$ cat src/frs_pkg.sv
// ----------------------------------------------------------------------------
// frs_pkg
// Shared constants and types for the distinct recent-id set.
// ----------------------------------------------------------------------------
package frs_pkg;

    localparam int DEPTH = 16;
    localparam int ID_W  = 32;
    localparam int CNT_W = 5;
    localparam int IDX_W = (DEPTH > 1) ? $clog2(DEPTH) : 1;

    localparam logic [CNT_W-1:0] CAP_RESET = CNT_W'(DEPTH);

    localparam logic REQ_OFFER = 1'b0;
    localparam logic REQ_READ  = 1'b1;

    localparam logic KIND_OFFER = 1'b0;
    localparam logic KIND_ENTRY = 1'b1;

    // Control for the row: shift, clear and cap reach every cell; rd_idx selects the readout slot.
    typedef struct packed {
        logic             shift;
        logic             clear;
        logic [CNT_W-1:0] cap;
        logic [IDX_W-1:0] rd_idx;
    } frs_ctrl_t;

    typedef enum logic [1:0] {
        ST_IDLE = 2'b01,
        ST_READ = 2'b10
    } frs_state_t;

endpackage

$ cat src/frs_cell.sv
// ----------------------------------------------------------------------------
// frs_cell
// One slot of the set: holds an id and its valid bit, compares against the
// offered id and takes its neighbor's contents on an insert.
// ----------------------------------------------------------------------------
module frs_cell (
    input  logic                     clk,
    input  logic                     rst_n,
    input  logic                     shift,
    input  logic                     clear,
    input  logic                     allow,
    input  logic [frs_pkg::ID_W-1:0] prev_id,
    input  logic                     prev_valid,
    input  logic [frs_pkg::ID_W-1:0] cmp_id,
    output logic [frs_pkg::ID_W-1:0] id,
    output logic                     valid,
    output logic                     match
);
    import frs_pkg::*;

    logic [ID_W-1:0] id_reg;
    logic            valid_reg;

    always_ff @(posedge clk or negedge rst_n)
    begin
        if (!rst_n)
        begin
            valid_reg <= 1'b0;
        end
        else if (clear)
        begin
            valid_reg <= 1'b0;
        end
        else if (shift)
        begin
            // a slot beyond capacity drops what would move into it
            valid_reg <= prev_valid & allow;
        end
    end

    always_ff @(posedge clk)
    begin
        if (shift)
        begin
            id_reg <= prev_id;
        end
    end

    assign id    = id_reg;
    assign valid = valid_reg;
    assign match = valid_reg && (id_reg == cmp_id);

endmodule

$ cat src/frs_chain.sv
// ----------------------------------------------------------------------------
// frs_chain
// Row of cells, newest at slot 0. Gathers the hit flag and selects one
// slot for readout or eviction.
// ----------------------------------------------------------------------------
module frs_chain (
    input  logic                     clk,
    input  logic                     rst_n,
    input  frs_pkg::frs_ctrl_t       ctrl,
    input  logic [frs_pkg::ID_W-1:0] cmp_id,
    output logic                     hit,
    output logic [frs_pkg::ID_W-1:0] rd_id
);
    import frs_pkg::*;

    logic [ID_W-1:0] ids   [DEPTH];
    logic [DEPTH-1:0] valids;
    logic [DEPTH-1:0] hit_vec;

    for (genvar i = 0; i < DEPTH; i++)
    begin : g_cell
        logic [ID_W-1:0] prev_id;
        logic            prev_valid;
        logic            allow;

        if (i == 0)
        begin : g_head
            assign prev_id    = cmp_id;
            assign prev_valid = 1'b1;
        end
        else
        begin : g_body
            assign prev_id    = ids[i-1];
            assign prev_valid = valids[i-1];
        end

        assign allow = (CNT_W'(i) < ctrl.cap);

        frs_cell u_cell (
            .clk        (clk),
            .rst_n      (rst_n),
            .shift      (ctrl.shift),
            .clear      (ctrl.clear),
            .allow      (allow),
            .prev_id    (prev_id),
            .prev_valid (prev_valid),
            .cmp_id     (cmp_id),
            .id         (ids[i]),
            .valid      (valids[i]),
            .match      (hit_vec[i])
        );
    end

    assign hit   = |hit_vec;
    assign rd_id = ids[ctrl.rd_idx];

endmodule

$ cat src/fifo_distinct_recent_set.sv
// ----------------------------------------------------------------------------
// fifo_distinct_recent_set
// FIFO set of up to DEPTH distinct ids, newest first, with dedup on offer,
// eviction of the oldest when full, and a newest-first readout.
// ----------------------------------------------------------------------------
// Offer: result registered at accept; one offer per cycle while idle and the
//   result register drains (cell row compares and shifts at the accept edge).
// Readout: n results for n held ids (one if empty), one per cycle when
//   not stalled; the next item is taken once the last entry is registered.
// Reset: set empty, capacity 16, result register empty.
module fifo_distinct_recent_set (
    input  logic                      clk,
    input  logic                      rst_n,
    input  logic                      cfg_wr_en,
    input  logic [frs_pkg::CNT_W-1:0] cfg_wr_data,
    input  logic                      req_valid,
    output logic                      req_ready,
    input  logic                      req_type,
    input  logic [frs_pkg::ID_W-1:0]  new_id,
    output logic                      rsp_valid,
    input  logic                      rsp_ready,
    output logic                      kind,
    output logic                      inserted,
    output logic                      evicted,
    output logic [frs_pkg::ID_W-1:0]  evicted_id,
    output logic [frs_pkg::ID_W-1:0]  entry_value,
    output logic                      entry_valid,
    output logic [frs_pkg::CNT_W-1:0] count,
    output logic                      last
);
    import frs_pkg::*;

    frs_state_t       state_reg, state_next;
    logic [CNT_W-1:0] capacity_reg;
    logic [CNT_W-1:0] held_reg, held_next;
    logic [IDX_W-1:0] idx_reg, idx_next;
    logic [CNT_W-1:0] cap_eff;

    logic             out_valid_reg, out_valid_next;
    logic             kind_reg, kind_next;
    logic             ins_reg, ins_next;
    logic             ev_reg, ev_next;
    logic [ID_W-1:0]  ev_id_reg, ev_id_next;
    logic [ID_W-1:0]  val_reg, val_next;
    logic             vld_reg, vld_next;
    logic [CNT_W-1:0] cnt_reg, cnt_next;
    logic             last_reg, last_next;

    frs_ctrl_t        ctrl;
    logic             hit;
    logic [ID_W-1:0]  rd_id;
    logic             slot_free;
    logic             accept;
    logic             full;
    logic             read_last;

    always_comb
    begin
        if (capacity_reg == '0)
            cap_eff = CNT_W'(1);
        else if (capacity_reg > CNT_W'(DEPTH))
            cap_eff = CNT_W'(DEPTH);
        else
            cap_eff = capacity_reg;
    end

    assign slot_free = !out_valid_reg || rsp_ready;
    assign req_ready = (state_reg == ST_IDLE) && slot_free;
    assign accept    = req_valid && req_ready;
    assign full      = (held_reg >= cap_eff);
    assign read_last = ({1'b0, idx_reg} == held_reg - CNT_W'(1));

    always_comb
    begin
        ctrl.cap    = cap_eff;
        ctrl.clear  = cfg_wr_en;
        ctrl.shift  = accept && (req_type == REQ_OFFER) && !hit;
        // idle: point at the oldest slot for a possible eviction
        ctrl.rd_idx = (state_reg == ST_READ) ? idx_reg : IDX_W'(cap_eff - CNT_W'(1));
    end

    frs_chain u_chain (
        .clk    (clk),
        .rst_n  (rst_n),
        .ctrl   (ctrl),
        .cmp_id (new_id),
        .hit    (hit),
        .rd_id  (rd_id)
    );

    always_comb
    begin
        state_next     = state_reg;
        held_next      = held_reg;
        idx_next       = idx_reg;
        out_valid_next = out_valid_reg && !rsp_ready;
        kind_next      = kind_reg;
        ins_next       = ins_reg;
        ev_next        = ev_reg;
        ev_id_next     = ev_id_reg;
        val_next       = val_reg;
        vld_next       = vld_reg;
        cnt_next       = cnt_reg;
        last_next      = last_reg;

        case (state_reg)
            ST_IDLE:
            begin
                if (accept)
                begin
                    out_valid_next = 1'b1;
                    ins_next       = 1'b0;
                    ev_next        = 1'b0;
                    ev_id_next     = '0;
                    val_next       = '0;
                    vld_next       = 1'b0;
                    last_next      = 1'b1;
                    if (req_type == REQ_OFFER)
                    begin
                        kind_next = KIND_OFFER;
                        if (!hit)
                        begin
                            ins_next = 1'b1;
                            if (full)
                            begin
                                ev_next    = 1'b1;
                                ev_id_next = rd_id;
                            end
                            else
                            begin
                                held_next = held_reg + CNT_W'(1);
                            end
                        end
                        cnt_next = hit ? held_reg : (full ? held_reg : held_reg + CNT_W'(1));
                    end
                    else
                    begin
                        kind_next = KIND_ENTRY;
                        cnt_next  = held_reg;
                        if (held_reg != '0)
                        begin
                            // entries come out of the read state instead
                            out_valid_next = out_valid_reg && !rsp_ready;
                            idx_next       = '0;
                            state_next     = ST_READ;
                        end
                    end
                end
            end
            ST_READ:
            begin
                if (slot_free)
                begin
                    out_valid_next = 1'b1;
                    kind_next      = KIND_ENTRY;
                    ins_next       = 1'b0;
                    ev_next        = 1'b0;
                    ev_id_next     = '0;
                    val_next       = rd_id;
                    vld_next       = 1'b1;
                    cnt_next       = held_reg;
                    last_next      = read_last;
                    if (read_last)
                        state_next = ST_IDLE;
                    else
                        idx_next = idx_reg + IDX_W'(1);
                end
            end
            default:
            begin
                state_next = ST_IDLE;
            end
        endcase

        if (cfg_wr_en)
            held_next = '0;
    end

    always_ff @(posedge clk or negedge rst_n)
    begin
        if (!rst_n)
        begin
            state_reg     <= ST_IDLE;
            capacity_reg  <= CAP_RESET;
            held_reg      <= '0;
            idx_reg       <= '0;
            out_valid_reg <= 1'b0;
        end
        else
        begin
            state_reg     <= state_next;
            held_reg      <= held_next;
            idx_reg       <= idx_next;
            out_valid_reg <= out_valid_next;
            if (cfg_wr_en)
                capacity_reg <= cfg_wr_data;
        end
    end

    always_ff @(posedge clk)
    begin
        kind_reg  <= kind_next;
        ins_reg   <= ins_next;
        ev_reg    <= ev_next;
        ev_id_reg <= ev_id_next;
        val_reg   <= val_next;
        vld_reg   <= vld_next;
        cnt_reg   <= cnt_next;
        last_reg  <= last_next;
    end

    assign rsp_valid   = out_valid_reg;
    assign kind        = kind_reg;
    assign inserted    = ins_reg;
    assign evicted     = ev_reg;
    assign evicted_id  = ev_id_reg;
    assign entry_value = val_reg;
    assign entry_valid = vld_reg;
    assign count       = cnt_reg;
    assign last        = last_reg;

endmodule

$ cat config.mk
export PLATFORM = sky130hd
export DESIGN_NAME = fifo_distinct_recent_set
export DESIGN_NICKNAME = d
export VERILOG_FILES = /design/src/frs_pkg.sv /design/src/frs_cell.sv /design/src/frs_chain.sv /design/src/fifo_distinct_recent_set.sv
export SDC_FILE = /design/constraint.sdc
export NUM_CORES = 1
export LEC_CHECK = 0
export ABC_AREA = 1
export BUFFER_PORTS_ARGS = -buffer_cell sky130_fd_sc_hd__buf_2
export CAP_MARGIN = 20
export CORE_MARGIN = 4
export CORE_UTILIZATION = 45
export CTS_CLUSTER_DIAMETER = 150
export DETAILED_ROUTE_END_ITERATION = 16
export PLACE_DENSITY = 0.59
export SLEW_MARGIN = 20
export SYNTH_ARGS = -nofsm -noshare
export SYNTH_HDL_FRONTEND = slang
export SYNTH_SLANG_ARGS = --single-unit
$ cat constraint.sdc
create_clock -name clk -period 14.95 [get_ports clk]
set_input_delay 0 -clock clk [delete_from_list [all_inputs] [get_ports clk]]
set_output_delay 0 -clock clk [all_outputs]
set_load 0.02 [all_outputs]
==> metrics.yaml <==
outcome:
  status: "completed"
timing:
  fin_crit_sh_pct: 34.22
  maxSlewViolCount: 0
  worstMarginPinSlew_ns: 1.105
  setup_viol: 0
  skew_ns: 0.02959
  tns_ns: 0
  finalCriticalPeriod_ns: 5.116
  hold_viol: 0
  setup_slack_ns: 9.834
  rsz0062_at_grt: "false"
  relSlewSlack_pct: 26.36
  fmax_mhz: 195.5
logic_synthesis:
  synth_seq_cells: 619
  synth_top_cell_area_share_pct: 53.99
  synth_seq_area_share_pct: 56.53
  synthesis.instances: 3612
  synthMostInstantiatedCell: "nand2_1"
  syn-cell-area_mm2: 0.03260
  syn_avg_cell_area_um2: 9.024
  synth_fp_nets: 3666
  async_flop_share_pct: 5.331
  synth.area.top_cells: "edfxtp_1 54%, nand2_1 12%, o21ai_0 4.5%"
  yosysWarnings: 0
  ys_top_cells_by_count: "1,001 x nand2_1, 586 x edfxtp_1, 338 x nor2_1"
  synthFlopType: "edfxtp_1"
  synth_edf_count: 586
  yosysUniqueCellTypes: 49
  synth_top_area_cell: "edfxtp_1"
detailed_routing:
  num_vias: 27470
  first_pass_iters: 7
  drcViolationCount: 0
  ant_nets: 0
  wl_per_cell_um: 26.72
  drt_iter0_drc: 4568
  vias_per_cell: 5.848
  finalWirelength_mm: 125.5
worst_setup_path:
  cp.required_ns: 15.18
  critical_path.top_delay_family: "buffers and inverters"
  worstPathCellList: "dlygate4sd3_1, buf_2, inv_1, nand2_1, nand2_1, inv_1, nand2_1, nor2_1, nand2_1, nor2_1, nand3_1, nand2_1, nor2_1, nand2_1, nor2_4, nand2_2, inv_1, nand2_2, inv_8, buf_4"
  slowest_delay_ns: 0.89
  ff2ff_path_depth: 18
  worstReg2RegEnd: "evicted_id[21]$_SDFFCE_PP0P_"
  endpoint_kind: "flip-flop"
  cp_max_fo: 116
  cpMaxStageDelayCell: "buf_4"
  critPathKind: "in -> reg"
  cp-start-kind: "input pin"
  rrSetupSlack_ns: 9.98
  path_buf_inv: 7
  crit_top_cell: "nand2_1"
  critPathArrivalTime_ns: 5.34
  r2r_start: "capacity_reg[2]$_DFFE_PN0P_"
clock_tree:
  post_cts.repair.setup_buffers: 0
  clock_sinks: 619
  clock_latency_ns: 0.63
  cts_tree: "done"
  cts_buffers: 71
  cts-root-buf: "clkbuf_16"
  cts_hold_buffers: 52
  cts.clk_slew.worst_paths_ns: 0.06
  cts_max_level: 3
  clockBufferDepth: 3
  cts-resized-gates: 0
final_layout:
  utilization_pct: 50.59
  syn2layout_area_growth_pct: 11.13
  largest_reg_flops: 512
  fillerInstances: 6783
  final_cell_count_no_fill: 4697
  fin_nets: 3746
  drive_gt1_share_pct: 7.875
grt:
  grt_max_degree: 216
  grt_pass1_wl_mm: 178.6
  overflow: 0
  grt_use_total_pct: 31.77
  grt_antenna_before_repair: 4
  grt_pass1_vias: 25435
place:
  port-buffer-count: 118
  dp_slack_ns: 9.851
  place_inst: 4517
  place_congestion: 1.008
  dpl.hpwl_mm: 89.88
floorplanning:
  fp-row-count: 98
  coreArea_mm2: 0.07161
  die_w_um: 277.1
  io_pins: 119
  dieArea_mm2: 0.07680
  die_h_um: 277.1
  start_util_pct: 45.52
power_and_ir_drop:
  power.density_mw_per_mm2: 174.5
  vdd_drop_max_mv: 0.1251
  p_leak_nw: 14.26
run:
  cap_viol_max_count: 0
worst_hold_path:
  hp-class: "in -> async"
cells in the final DEF, fill, tap and decap left out, types with 4 or more instances in the layout:
master / count
a211oi_1: 8
a21oi_1: 202
buf_2: 118
buf_4: 23
clkbuf_1: 16
clkbuf_16: 75
clkinv_1: 18
clkinv_2: 13
clkinvlp_4: 4
dfrtp_1: 31
dlygate4sd3_1: 52
edfxtp_1: 586
ha_1: 11
inv_1: 312
inv_2: 17
inv_6: 4
nand2_1: 1001
nand3_1: 219
nand4_1: 39
nor2_1: 338
nor3_1: 24
o2111ai_1: 6
o211ai_1: 7
o211ai_2: 11
o21ai_0: 295
o21ai_1: 19
o221ai_1: 6
o22ai_1: 73
or2_2: 7
xnor2_1: 120
xor2_1: 47
how the worst max path moves through the flow:
| stage | from | to | slack (ns) | depth (start not counted) |
|---|---|---|---|---|
| 2_1_floorplan | state_reg[0]$_DFFE_PN1P_ | u_chain.g_cell[0].u_cell.id[0]$_DFFE_PP_ | 2.70 | 7 |
| 3_3_place_gp | new_id[14] | u_chain.g_cell[13].u_cell.id[8]$_DFFE_PP_ | 9.89 | 16 |
| 3_5_place_dp | new_id[14] | u_chain.g_cell[8].u_cell.id[9]$_DFFE_PP_ | 9.85 | 16 |
| 4_1_cts | new_id[14] | u_chain.g_cell[8].u_cell.id[9]$_DFFE_PP_ | 9.96 | 17 |
| 5_1_grt | new_id[10] | u_chain.g_cell[8].u_cell.id[9]$_DFFE_PP_ | 9.56 | 20 |
| 6_report | new_id[10] | u_chain.g_cell[9].u_cell.id[8]$_DFFE_PP_ | 9.83 | 20 |
where the power goes:
part | total (W) | switching (W) | leakage, nW | internal, W
logic | 0.00219 | 0.00165 | 7.38 | 0.000548
clock network | 0.00167 | 0.000730 | 1.06 | 0.000943
registers | 0.00245 | 0.000182 | 5.83 | 0.00227
per-stage QoR:
| step | hold slack, ns | total power, W | instance area (um2) |
|---|---|---|---|
| floorplan | -0.2956 | 0.003888 | 32600 |
| global placement | 0.1315 | 0.004598 | 33540 |
| global route | 0.08851 | 0.006584 | 36220 |
| detailed placement | 0.1426 | 0.004603 | 33540 |
| CTS | 0.02822 | 0.006283 | 36220 |
| finish | 0.01691 | 0.006321 | 36220 |
per-layer routing:
metal  global-route usage [%]  share of wire, %  routed length, um
met1                    43.24                39              48540
met3                    6.373                11              13900
met5                        0            0.0080                 10
met4                    19.78               7.6               9536
met2                    46.80                43              53540
kinds of logic after synthesis:
| family | after synthesis | synth area share [%] |
|---|---|---|
| XOR/XNOR | 167 | 4.487 |
| buffers and inverters | 524 | 7.247 |
| adder cells (fa/ha/maj) | 11 | 0.4222 |
| flip-flops | 619 | 56.53 |
| AO/OA/AOI/OAI | 647 | 10.92 |
| AND/OR/NAND/NOR | 1644 | 20.39 |
final cells by class:
| class | count | area [um2] | share of cell area [%] |
|---|---|---|---|
| Timing Repair Buffer | 195 | 1324 | 3.654 |
| Inverter | 336 | 1274 | 3.516 |
| Clock inverter | 34 | 200.2 | 0.5527 |
| Clock buffer | 93 | 1964 | 5.423 |
| Sequential cell | 619 | 18430 | 50.87 |
| Multi-Input combinational cell | 2469 | 11850 | 32.70 |
| Antenna cell | 1 | 2.502 | 0.006908 |
| Tap cell | 950 | 1189 | 3.281 |
Power figures use the tool's default switching activity.
